--- config.mk ---
export PLATFORM = sky130hd
export DESIGN_NAME = pen_report_decoder
export DESIGN_NICKNAME = d
export VERILOG_FILES = /design/src/pnrd_pkg.sv /design/src/pen_report_decoder.sv /design/src/pnrd_apb.sv /design/src/pnrd_capture.sv /design/src/pnrd_format.sv
export SDC_FILE = /design/constraint.sdc
export NUM_CORES = 1
export LEC_CHECK = 0
export ABC_AREA = 0
export BUFFER_PORTS_ARGS = -buffer_cell sky130_fd_sc_hd__buf_2
export CAP_MARGIN = 10
export CORE_ASPECT_RATIO = 0.6
export CORE_MARGIN = 8
export CORE_UTILIZATION = 52
export CTS_CLUSTER_SIZE = 25
export DETAILED_ROUTE_END_ITERATION = 10
export HOLD_SLACK_MARGIN = 0.02
export PLACE_DENSITY = 0.76
export SKIP_LAST_GASP = 1
export SLEW_MARGIN = 20
export SYNTH_ARGS = -nofsm -noshare
export SYNTH_HDL_FRONTEND = slang
export SYNTH_SLANG_ARGS = --single-unit
--- constraint.sdc ---
create_clock -name clk -period 2.92 [get_ports clk]
set_clock_uncertainty 0.2 [all_clocks]
set_input_delay 0.146 -clock clk [delete_from_list [all_inputs] [get_ports clk]]
set_output_delay 0.146 -clock clk [all_outputs]
set_load 0.1 [all_outputs]
--- src/pnrd_pkg.sv ---
// Shared types, constants and register codes for the pen report decoder.
// No dependencies; every other file of the block imports this package.
package pnrd_pkg;

    // Longest report that the byte counter handles by default.
    localparam int MAX_REPORT_BYTES_DEF = 21;
    // Shortest report; also the length at and below which the extended
    // fields are not reported.
    localparam int MIN_REPORT_BYTES = 10;

    // Byte positions inside one report.
    localparam int POS_PEN_ID     = 2;
    localparam int POS_STATUS     = 3;
    localparam int POS_X_LO       = 4;
    localparam int POS_X_HI       = 5;
    localparam int POS_Y_LO       = 6;
    localparam int POS_Y_HI       = 7;
    localparam int POS_PRESS_LO   = 8;
    localparam int POS_PRESS_HI   = 9;
    localparam int POS_DISTANCE   = 10;
    localparam int POS_TILT_X_LO  = 11;
    localparam int POS_TILT_X_HI  = 12;
    localparam int POS_TILT_Y_LO  = 13;
    localparam int POS_TILT_Y_HI  = 14;

    // Status byte bits.
    localparam logic [7:0] ST_TIP       = 8'h01;
    localparam logic [7:0] ST_BARREL1   = 8'h02;
    localparam logic [7:0] ST_ERASER    = 8'h04;
    localparam logic [7:0] ST_TOOL_MASK = 8'h0c;
    localparam logic [7:0] ST_BARREL2   = 8'h10;
    localparam logic [7:0] ST_PROX      = 8'h20;

    // Register reset values.
    localparam logic [15:0] X_LIMIT_RST        = 16'hffff;
    localparam logic [15:0] Y_LIMIT_RST        = 16'hffff;
    localparam logic [4:0]  REPORT_LENGTH_RST  = 5'd10;
    localparam logic [15:0] PRESSURE_FLOOR_RST = 16'd110;

    // Configuration register indexes (byte address is four times the index).
    typedef enum logic [2:0] {
        REG_X_LIMIT          = 3'd0,
        REG_Y_LIMIT          = 3'd1,
        REG_REPORT_LENGTH    = 3'd2,
        REG_HEIGHT_SUPPORTED = 3'd3,
        REG_TILT_SUPPORTED   = 3'd4,
        REG_ROTATE_HALF_TURN = 3'd5,
        REG_PRESSURE_FLOOR   = 3'd6
    } reg_idx_t;

    // Configuration register contents.
    typedef struct packed {
        logic [15:0] x_limit;
        logic [15:0] y_limit;
        logic [4:0]  report_length;
        logic        height_supported;
        logic        tilt_supported;
        logic        rotate_half_turn;
        logic [15:0] pressure_floor;
    } cfg_t;

    // Raw fields collected from the report bytes.
    typedef struct packed {
        logic [7:0]  pen_kind;
        logic [7:0]  status_bits;
        logic [15:0] raw_x;
        logic [15:0] raw_y;
        logic [15:0] raw_pressure;
        logic [7:0]  raw_distance;
        logic [15:0] raw_tilt_x;
        logic [15:0] raw_tilt_y;
    } fields_t;

    // Status from the byte collector to the result stage.
    typedef struct packed {
        logic done;      // a complete report waits in the field registers
        logic extended;  // effective length is above the minimum
    } report_status_t;

endpackage

--- src/pen_report_decoder.sv ---
// Top level of the pen report decoder: configuration registers, byte
// collector and result stage. Depends on pnrd_pkg, pnrd_apb, pnrd_capture, pnrd_format.

// The decoder takes one report byte per clock cycle with no gaps needed
// between bytes or between reports. Each byte is written into its field
// register and the byte counter steps in the cycle it is accepted; the
// decoded result is presented from a result register, which loads once the
// done flag is set and it is free. byte_ready drops only while a finished
// report waits and the result register still holds an untaken result, so a
// stalled result side pauses the input one report later. Configuration is
// written through the APB-style port at byte address four times the register
// index and should change only while no report is in flight.
module pen_report_decoder #(
    parameter int MAX_REPORT_BYTES = pnrd_pkg::MAX_REPORT_BYTES_DEF
) (
    input  logic                clk,
    input  logic                rst_n,
    input  logic                psel,
    input  logic                penable,
    input  logic                pwrite,
    input  logic [4:0]          paddr,
    input  logic [31:0]         pwdata,
    output logic [31:0]         prdata,
    output logic                pready,
    input  logic                byte_valid,
    output logic                byte_ready,
    input  logic [7:0]          report_byte,
    output logic                result_valid,
    input  logic                result_ready,
    output logic [15:0]         x_position,
    output logic [15:0]         y_position,
    output logic [15:0]         pen_pressure,
    output logic                touching,
    output logic                tool_eraser,
    output logic                in_range,
    output logic                side_button_one,
    output logic                side_button_two,
    output logic [7:0]          pen_id,
    output logic [7:0]          hover_distance,
    output logic signed [15:0]  tilt_x_angle,
    output logic signed [15:0]  tilt_y_angle
);
    import pnrd_pkg::*;

    cfg_t           cfg;
    fields_t        fields;
    report_status_t status;
    logic           take;

    // Configuration registers.
    pnrd_apb u_apb (
        .clk     (clk),
        .rst_n   (rst_n),
        .psel    (psel),
        .penable (penable),
        .pwrite  (pwrite),
        .paddr   (paddr),
        .pwdata  (pwdata),
        .prdata  (prdata),
        .pready  (pready),
        .cfg     (cfg)
    );

    // Byte counter and field registers.
    pnrd_capture #(
        .MAX_REPORT_BYTES (MAX_REPORT_BYTES)
    ) u_capture (
        .clk           (clk),
        .rst_n         (rst_n),
        .byte_valid    (byte_valid),
        .byte_ready    (byte_ready),
        .report_byte   (report_byte),
        .report_length (cfg.report_length),
        .take          (take),
        .fields        (fields),
        .status        (status)
    );

    // Result computation and result register.
    pnrd_format u_format (
        .clk             (clk),
        .rst_n           (rst_n),
        .fields          (fields),
        .status          (status),
        .cfg             (cfg),
        .take            (take),
        .result_valid    (result_valid),
        .result_ready    (result_ready),
        .x_position      (x_position),
        .y_position      (y_position),
        .pen_pressure    (pen_pressure),
        .touching        (touching),
        .tool_eraser     (tool_eraser),
        .in_range        (in_range),
        .side_button_one (side_button_one),
        .side_button_two (side_button_two),
        .pen_id          (pen_id),
        .hover_distance  (hover_distance),
        .tilt_x_angle    (tilt_x_angle),
        .tilt_y_angle    (tilt_y_angle)
    );

endmodule

--- src/pnrd_apb.sv ---
// APB-style configuration register file of the pen report decoder.
// Depends on pnrd_pkg for the register codes and the cfg_t type.
module pnrd_apb (
    input  logic                clk,
    input  logic                rst_n,
    input  logic                psel,
    input  logic                penable,
    input  logic                pwrite,
    input  logic [4:0]          paddr,
    input  logic [31:0]         pwdata,
    output logic [31:0]         prdata,
    output logic                pready,
    output pnrd_pkg::cfg_t      cfg
);
    import pnrd_pkg::*;

    cfg_t     cfg_reg;
    cfg_t     cfg_next;
    reg_idx_t reg_idx;
    logic     write_en;

    assign pready   = 1'b1;
    assign reg_idx  = reg_idx_t'(paddr[4:2]);
    assign write_en = psel & penable & pwrite & pready;
    assign cfg      = cfg_reg;

    // Register write decode; addresses beyond the list are ignored.
    always_comb
    begin
        cfg_next = cfg_reg;
        if (write_en)
        begin
            unique case (reg_idx)
                REG_X_LIMIT:          cfg_next.x_limit          = pwdata[15:0];
                REG_Y_LIMIT:          cfg_next.y_limit          = pwdata[15:0];
                REG_REPORT_LENGTH:    cfg_next.report_length    = pwdata[4:0];
                REG_HEIGHT_SUPPORTED: cfg_next.height_supported = pwdata[0];
                REG_TILT_SUPPORTED:   cfg_next.tilt_supported   = pwdata[0];
                REG_ROTATE_HALF_TURN: cfg_next.rotate_half_turn = pwdata[0];
                REG_PRESSURE_FLOOR:   cfg_next.pressure_floor   = pwdata[15:0];
                default:              cfg_next = cfg_reg;
            endcase
        end
    end

    // Register storage.
    always_ff @(posedge clk or negedge rst_n)
    begin
        if (!rst_n)
        begin
            cfg_reg.x_limit          <= X_LIMIT_RST;
            cfg_reg.y_limit          <= Y_LIMIT_RST;
            cfg_reg.report_length    <= REPORT_LENGTH_RST;
            cfg_reg.height_supported <= 1'b0;
            cfg_reg.tilt_supported   <= 1'b0;
            cfg_reg.rotate_half_turn <= 1'b0;
            cfg_reg.pressure_floor   <= PRESSURE_FLOOR_RST;
        end
        else
        begin
            cfg_reg <= cfg_next;
        end
    end

    // Read data mux.
    always_comb
    begin
        unique case (reg_idx)
            REG_X_LIMIT:          prdata = {16'd0, cfg_reg.x_limit};
            REG_Y_LIMIT:          prdata = {16'd0, cfg_reg.y_limit};
            REG_REPORT_LENGTH:    prdata = {27'd0, cfg_reg.report_length};
            REG_HEIGHT_SUPPORTED: prdata = {31'd0, cfg_reg.height_supported};
            REG_TILT_SUPPORTED:   prdata = {31'd0, cfg_reg.tilt_supported};
            REG_ROTATE_HALF_TURN: prdata = {31'd0, cfg_reg.rotate_half_turn};
            REG_PRESSURE_FLOOR:   prdata = {16'd0, cfg_reg.pressure_floor};
            default:              prdata = 32'd0;
        endcase
    end

endmodule

--- src/pnrd_capture.sv ---
// Byte counter and field registers of the pen report decoder.
// Depends on pnrd_pkg for byte positions and the fields_t type.
module pnrd_capture #(
    parameter int MAX_REPORT_BYTES = pnrd_pkg::MAX_REPORT_BYTES_DEF
) (
    input  logic                        clk,
    input  logic                        rst_n,
    input  logic                        byte_valid,
    output logic                        byte_ready,
    input  logic [7:0]                  report_byte,
    input  logic [4:0]                  report_length,
    input  logic                        take,
    output pnrd_pkg::fields_t           fields,
    output pnrd_pkg::report_status_t    status
);
    import pnrd_pkg::*;

    localparam int POS_W  = $clog2(MAX_REPORT_BYTES);
    localparam int LEN_LW = $clog2(MAX_REPORT_BYTES + 1);
    localparam int LEN_W  = (LEN_LW > 5) ? LEN_LW : 5;

    logic [POS_W-1:0] pos_reg;
    logic [POS_W-1:0] pos_next;
    fields_t          fields_reg;
    fields_t          fields_next;
    logic             done_reg;
    logic             done_next;
    logic [LEN_W-1:0] len_raw;
    logic [LEN_W-1:0] eff_len;
    logic [LEN_W-1:0] pos_plus;
    logic             last_byte;
    logic             accept;

    // Effective length, saturated to the supported range.
    always_comb
    begin
        len_raw = LEN_W'(report_length);
        priority if (len_raw > LEN_W'(MAX_REPORT_BYTES))
            eff_len = LEN_W'(MAX_REPORT_BYTES);
        else if (len_raw < LEN_W'(MIN_REPORT_BYTES))
            eff_len = LEN_W'(MIN_REPORT_BYTES);
        else
            eff_len = len_raw;
    end

    // A request is held off only while a finished report cannot move on.
    assign byte_ready = !done_reg || take;
    assign accept     = byte_valid && byte_ready;
    assign pos_plus   = LEN_W'(pos_reg) + LEN_W'(1);
    assign last_byte  = (pos_plus >= eff_len);

    // Field capture at fixed byte positions.
    always_comb
    begin
        fields_next = fields_reg;
        pos_next    = pos_reg;
        if (accept)
        begin
            unique case (pos_reg)
                POS_W'(POS_PEN_ID):    fields_next.pen_kind           = report_byte;
                POS_W'(POS_STATUS):    fields_next.status_bits        = report_byte;
                POS_W'(POS_X_LO):      fields_next.raw_x[7:0]         = report_byte;
                POS_W'(POS_X_HI):      fields_next.raw_x[15:8]        = report_byte;
                POS_W'(POS_Y_LO):      fields_next.raw_y[7:0]         = report_byte;
                POS_W'(POS_Y_HI):      fields_next.raw_y[15:8]        = report_byte;
                POS_W'(POS_PRESS_LO):  fields_next.raw_pressure[7:0]  = report_byte;
                POS_W'(POS_PRESS_HI):  fields_next.raw_pressure[15:8] = report_byte;
                POS_W'(POS_DISTANCE):  fields_next.raw_distance       = report_byte;
                POS_W'(POS_TILT_X_LO): fields_next.raw_tilt_x[7:0]    = report_byte;
                POS_W'(POS_TILT_X_HI): fields_next.raw_tilt_x[15:8]   = report_byte;
                POS_W'(POS_TILT_Y_LO): fields_next.raw_tilt_y[7:0]    = report_byte;
                POS_W'(POS_TILT_Y_HI): fields_next.raw_tilt_y[15:8]   = report_byte;
                default:               fields_next = fields_reg;
            endcase
            pos_next = last_byte ? '0 : pos_reg + POS_W'(1);
        end
    end

    // The done flag marks a complete report until the result stage takes it.
    always_comb
    begin
        priority if (accept && last_byte)
            done_next = 1'b1;
        else if (take)
            done_next = 1'b0;
        else
            done_next = done_reg;
    end

    always_ff @(posedge clk or negedge rst_n)
    begin
        if (!rst_n)
        begin
            pos_reg    <= '0;
            fields_reg <= '0;
            done_reg   <= 1'b0;
        end
        else
        begin
            pos_reg    <= pos_next;
            fields_reg <= fields_next;
            done_reg   <= done_next;
        end
    end

    assign fields          = fields_reg;
    assign status.done     = done_reg;
    assign status.extended = (eff_len > LEN_W'(MIN_REPORT_BYTES));

`ifndef SYNTHESIS
    // The byte counter stays inside the longest report.
    a_pos_range: assert property (@(posedge clk) disable iff (!rst_n)
        LEN_W'(pos_reg) < LEN_W'(MAX_REPORT_BYTES))
        else $error("byte counter beyond the longest report");

    // The last byte of a report always raises the done flag.
    a_done_set: assert property (@(posedge clk) disable iff (!rst_n)
        (accept && last_byte) |=> done_reg)
        else $error("finished report not flagged");

    // A finished report is not dropped before the result stage takes it.
    a_done_held: assert property (@(posedge clk) disable iff (!rst_n)
        (done_reg && !take) |=> done_reg)
        else $error("finished report lost");
`endif

endmodule

--- src/pnrd_format.sv ---
// Result stage of the pen report decoder: mirroring, clamping, pressure
// floor, tool latch and the result register. Depends on pnrd_pkg.
module pnrd_format (
    input  logic                        clk,
    input  logic                        rst_n,
    input  pnrd_pkg::fields_t           fields,
    input  pnrd_pkg::report_status_t    status,
    input  pnrd_pkg::cfg_t              cfg,
    output logic                        take,
    output logic                        result_valid,
    input  logic                        result_ready,
    output logic [15:0]                 x_position,
    output logic [15:0]                 y_position,
    output logic [15:0]                 pen_pressure,
    output logic                        touching,
    output logic                        tool_eraser,
    output logic                        in_range,
    output logic                        side_button_one,
    output logic                        side_button_two,
    output logic [7:0]                  pen_id,
    output logic [7:0]                  hover_distance,
    output logic signed [15:0]          tilt_x_angle,
    output logic signed [15:0]          tilt_y_angle
);
    import pnrd_pkg::*;

    typedef struct packed {
        logic [15:0] x_position;
        logic [15:0] y_position;
        logic [15:0] pen_pressure;
        logic        touching;
        logic        tool_eraser;
        logic        in_range;
        logic        side_button_one;
        logic        side_button_two;
        logic [7:0]  pen_id;
        logic [7:0]  hover_distance;
        logic [15:0] tilt_x_angle;
        logic [15:0] tilt_y_angle;
    } result_t;

    result_t result_reg;
    result_t result_next;
    logic    valid_reg;
    logic    valid_next;
    logic    prox_reg;
    logic    prox_next;
    logic    eraser_reg;
    logic    eraser_next;
    logic    ext_height;
    logic    ext_tilt;

    // Optional mirror about the limit, then clamp to the limit.
    function automatic logic [15:0] place(input logic [15:0] raw,
                                          input logic [15:0] limit,
                                          input logic        rotate);
        logic [15:0] v;
        if (rotate)
            v = (raw > limit) ? 16'd0 : limit - raw;
        else
            v = (raw > limit) ? limit : raw;
        return v;
    endfunction

    // A finished report loads the result register when it is empty or being emptied.
    assign take = status.done && (!valid_reg || result_ready);

    // Tool latch: the tool type follows the status only while out of range.
    always_comb
    begin
        eraser_next = eraser_reg;
        prox_next   = prox_reg;
        if (take)
        begin
            if (!prox_reg)
                eraser_next = |(fields.status_bits & ST_TOOL_MASK);
            prox_next = |(fields.status_bits & ST_PROX);
        end
    end

    assign ext_height = status.extended && cfg.height_supported;
    assign ext_tilt   = status.extended && cfg.tilt_supported;

    // Decoded result.
    always_comb
    begin
        result_next = result_reg;
        if (take)
        begin
            result_next.x_position      = place(fields.raw_x, cfg.x_limit,
                                                cfg.rotate_half_turn);
            result_next.y_position      = place(fields.raw_y, cfg.y_limit,
                                                cfg.rotate_half_turn);
            result_next.pen_pressure    = (fields.raw_pressure < cfg.pressure_floor)
                                          ? 16'd0 : fields.raw_pressure;
            result_next.touching        = |(fields.status_bits & (ST_TIP | ST_ERASER));
            result_next.tool_eraser     = eraser_next;
            result_next.in_range        = prox_next;
            result_next.side_button_one = |(fields.status_bits & ST_BARREL1);
            result_next.side_button_two = |(fields.status_bits & ST_BARREL2);
            result_next.pen_id          = fields.pen_kind;
            result_next.hover_distance  = ext_height ? fields.raw_distance : 8'd0;
            result_next.tilt_x_angle    = ext_tilt ? fields.raw_tilt_x : 16'd0;
            result_next.tilt_y_angle    = ext_tilt ? fields.raw_tilt_y : 16'd0;
        end
    end

    // Result valid flag.
    always_comb
    begin
        priority if (take)
            valid_next = 1'b1;
        else if (result_ready)
            valid_next = 1'b0;
        else
            valid_next = valid_reg;
    end

    always_ff @(posedge clk or negedge rst_n)
    begin
        if (!rst_n)
        begin
            valid_reg  <= 1'b0;
            prox_reg   <= 1'b0;
            eraser_reg <= 1'b0;
        end
        else
        begin
            valid_reg  <= valid_next;
            prox_reg   <= prox_next;
            eraser_reg <= eraser_next;
        end
    end

    always_ff @(posedge clk)
    begin
        result_reg <= result_next;
    end

    assign result_valid    = valid_reg;
    assign x_position      = result_reg.x_position;
    assign y_position      = result_reg.y_position;
    assign pen_pressure    = result_reg.pen_pressure;
    assign touching        = result_reg.touching;
    assign tool_eraser     = result_reg.tool_eraser;
    assign in_range        = result_reg.in_range;
    assign side_button_one = result_reg.side_button_one;
    assign side_button_two = result_reg.side_button_two;
    assign pen_id          = result_reg.pen_id;
    assign hover_distance  = result_reg.hover_distance;
    assign tilt_x_angle    = signed'(result_reg.tilt_x_angle);
    assign tilt_y_angle    = signed'(result_reg.tilt_y_angle);

`ifndef SYNTHESIS
    // Taking a finished report always presents a result next cycle.
    a_take_valid: assert property (@(posedge clk) disable iff (!rst_n)
        take |=> valid_reg)
        else $error("taken report not presented");

    // The tool type only changes when the pen was out of range.
    a_tool_latch: assert property (@(posedge clk) disable iff (!rst_n)
        (eraser_reg != $past(eraser_reg)) |-> !$past(prox_reg))
        else $error("tool type changed while in range");

    // A presented result shows the latched proximity state.
    a_prox_match: assert property (@(posedge clk) disable iff (!rst_n)
        valid_reg |-> (result_reg.in_range == prox_reg))
        else $error("in_range differs from the proximity latch");
`endif

endmodule

==> impl_results.md <==
* Placement-stage cell area at between 10000 and 15000 sq um
* Antenna viol nets, final at 0
* Tcrit/Tclk final at 99.4%
* Pwr per Cell Area at between 1000 and 1500 nW/um^2
* Initial antenna violation count at 1
* Synthesis Warnings at 0
* Leak Pwr at between 7 and 8 nW
* Total congestion overflow after global routing at 0
* Total number of nets in the final design at roughly 1400
* Result of the run: completed
* Core Rows at 45
* Setup CP Type: reg -> reg
* CTS tree: built
* Arrival time of the worst setup path at around 3.0 ns
* Hold crit path type: in -> reg
* Cell occurring most often along the worst timing path: buf_4
* Weighted congestion reported at the end of routability-driven placement at around 0.9
* Endpoints failing hold at 0
* Vias in the first global route at approximately 9500
* Cell depth of the worst flop-to-flop path at 11
* Number of remaining DRC errors at 0
* RSZ-0062 raised after global routing: true
* Filler cells at approximately 1900
* Area of the die at ~31000 sq um
* Pin count of the biggest net entering global routing at 59
* Clock buffers created by TritonCTS at 25
* Share of the yosys chip area belonging to registers at a little over half
* Largest delay share family, worst path: compound AO/OA/AOI/OAI gates
* Hold Path Stages at 2
* Hold slack final at approximately 0.051 ns
* Element type at the critical path start: register
* Number of unique standard cell types used by synthesis at 73
* Master cell of the clock root buffer: clkbuf_16
* Number of enable-type register cells in the synthesized netlist at between 100 and 150
* First-pass detailed-route iteration total at 5
* Final setup vio count at 0
* Max FO, Critical Path at 4
* Number of DRC markers in iteration 0 at about 900
* Timing-limited maximum frequency at roughly 340 MHz
* Global-route wire length before repair at around 55000 um
* Worst setup slack after placement at -0.109 ns
* Layout-stage area growth over the synthesis result at 21.2%
* Stages on the worst setup path at 11
* Clock sink count at between 200 and 300
* Primary FF master, synth: dfrtp_1
* Height of the chip at 140 um
* Mean area per synthesized cell at 12.1 sq um
* Highest routing layer actually used: met4
* Share of synthesized registers carrying an async set or reset at between 60% and 70%
* Clock transition at the register clock pins on the worst setup and hold paths after CTS at ~0.070 ns
* Capturing element type of the critical path: register
* Vias per std cell at 5.75
* Ratio of cells with drive above 1 in the final layout at roughly 35%
* Number of synthesized register bits at about 270
* # H-tree levels at 1
* Die outline width at around 220 um
* Detailed placer's ending HPWL at approximately 26000 um
* Worst stage delay on the critical path at between 0.5 and 0.6 ns
* Amount of wire on met3 after detailed routing at 2730 um
* Cell Chain, Critical Path: inv_2 > ha_4 > fa_2 > nand2b_4 > a21o_1 > a211oi_2 > buf_4 > o32a_1 > buf_4 > mux2i_1 > o22ai_1
* Mapped cell area at 13300 sq um
* Final Cell Area at between 15000 and 20000 sq um
* Average detailed-routed wire length per instance at around 22 um
* Max-slew headroom at between 50% and 60%
* Number of flip-flops in the largest register at ~100
* Clock insertion delay at the later pin of the skew report at roughly 0.54 ns
* Max-capacitance violation count at 0
* Synthesized instance count at ~1100
* Total length of routed wires at between 30000 and 40000 um
* Min cycle time layout at 2.90 ns
* # port buffers at 152
* Final total negative setup slack at 0 ns
* Final cell utilization of the core at between 60% and 70%
* Slowest cell on crit path: dfstp_2
* Routed length on met2 at 15700 um
* DRT met1 WL at ~17000 um
* Minimum setup slack in the final design at ~0.019 ns
* VDD IR max at around 0.0006 V
* Number of top-level pins at 188
* Crit path required time at around 3.0 ns
* Total core area at between 20000 and 30000 sq um
* Global Route Usage Sum at between 20% and 30%
* Number of buffers and inverters on the critical path at 3
* Slew @ Worst Pin at around 0.66 ns
* Initial Util at around 53%
* Maximum clock insertion buffer count at 3
* Total number of vias at 9598
* Final slew viol count at 0
* Register-to-register path setup slack at 0.02 ns
==> Yosys cell counts, drive strengths merged, types with 10 or more instances <==
master	instances	area share, %
clkbuf	29	0.82
edfxtp	101	23
and2	43	2.0
inv	67	1.9
xnor2	10	0.66
mux2	140	12
buf	27	1.4
dfstp	39	7.7
o22ai	35	1.6
dfrtp	128	24
nand4	11	0.52
xor2	12	0.79
nor2	46	1.3
nand2	79	2.2
ha	56	5.3
mux2i	45	3.4
nand3	19	0.71
a21o	15	0.85
nand2b	10	0.47
a21oi	32	1.2
o21ai	53	2.0
==> placed cells by master, fill, tap and decap left out, types with 5 or more instances in the layout <==
cell type      synthesis  layout
buf_2                  4     150
dfrtp_1              128     127
mux2_2               140     124
edfxtp_1             101     101
nand2_1               78      67
inv_1                 67      65
ha_1                  56      55
nor2_1                46      46
buf_4                 19      46
and2_1                43      43
mux2i_1               45      42
o21ai_0               39      39
dfstp_2               39      39
o22ai_1               35      34
a21oi_1               31      31
dlygate4sd3_1          0      30
clkbuf_16              0      27
nand3_1               19      18
conb_1                 2      17
mux2_4                 0      16
a21o_1                15      15
o21ai_1               13      13
xor2_1                12      12
nand4_1               11      11
xnor2_1               10      10
nand2b_1              10       9
nand2_2                1       8
a22oi_1                8       8
o211ai_1               8       8
o21a_1                 8       8
nor2b_1                7       7
nor3_1                 6       6
a211oi_1               7       6
clkinv_2               0       5
buf_12                 0       5
==> per-layer routing <==
layer | GRT usage, % | vias up
li1 | - | 4397
met1 | 33.7 | 4765
met2 | 33.7 | 375
met3 | 4.34 | 61
met4 | 5.28 | 0
met5 | 0 | -
==> where the power goes <==
part | internal [mW] | total [mW] | switching [mW]
combinational | 3.05 | 8.20 | 5.15
clock | 1.99 | 3.42 | 1.43
sequential | 5.23 | 5.97 | 0.743
==> per-stage QoR <==
stage	power [mW]	cells
after global placement	13.6	1586
final	17.6	1669
after global routing	18.5	1669
after CTS	17.3	1665
after detailed placement	13.8	1586
after floorplan	12.0	1113
==> final timing paths <==
path / from / endpoint
worst min-delay path: report_byte[2] / u_capture.fields[74]
max in group asynchronous: rst_n / u_apb.cfg[43]
worst min register to register: u_capture.fields[92] / u_format.side_button_two
worst max register to register: u_apb.cfg[40] / u_format.x_position[0]
min in group asynchronous: rst_n / u_capture.fields[58]
worst max-delay path: u_apb.cfg[40] / u_format.x_position[0]
==> worst register-to-register path, delay by kind of cell, from the launching register on <==
family                   cells  cell delay, ns
AO/OA/AOI/OAI                4            0.73
flip-flops                   1            0.54
adder cells (fa/ha/maj)      2            0.50
buffers and inverters        3            0.36
multiplexers                 1            0.17
AND/OR/NAND/NOR              1            0.16
==> cells by family after synthesis <==
group	Yosys count	synth area share, %
DFF	268	54.5
other	2	0.0564
buffers and inverters	123	4.13
AOI/OAI and AO/OA	198	9.75
xor gates and xnor gates	22	1.45
muxes	186	15.4
adders and majority gates	58	5.56
and+or+nand+nor	241	9.11
==> what timing repair did <==
item                                    in CTS  in global routing
resized for setup                            3                 17
endpoints found under the hold margin      227                  0
pin swaps                                    2                  4
hold buffers                                31                  0
buffers inserted                             3                  3
endpoints found under the setup margin      11                 38
cloned                                       0                  1
==> layout make-up <==
class                      count  area, sq um  share of cell area, %
clock buffer                  34          721                   4.47
timing repair buffer         237         1590                   9.88
multi-input combinational    722         5750                   35.7
clock inverter                11          129                  0.799
inverter                      67          255                   1.58
antenna                        1         2.50                 0.0155
sequential                   268         7260                   45.0
tap                          329          412                   2.55
(Power assumes the default switching activity.)
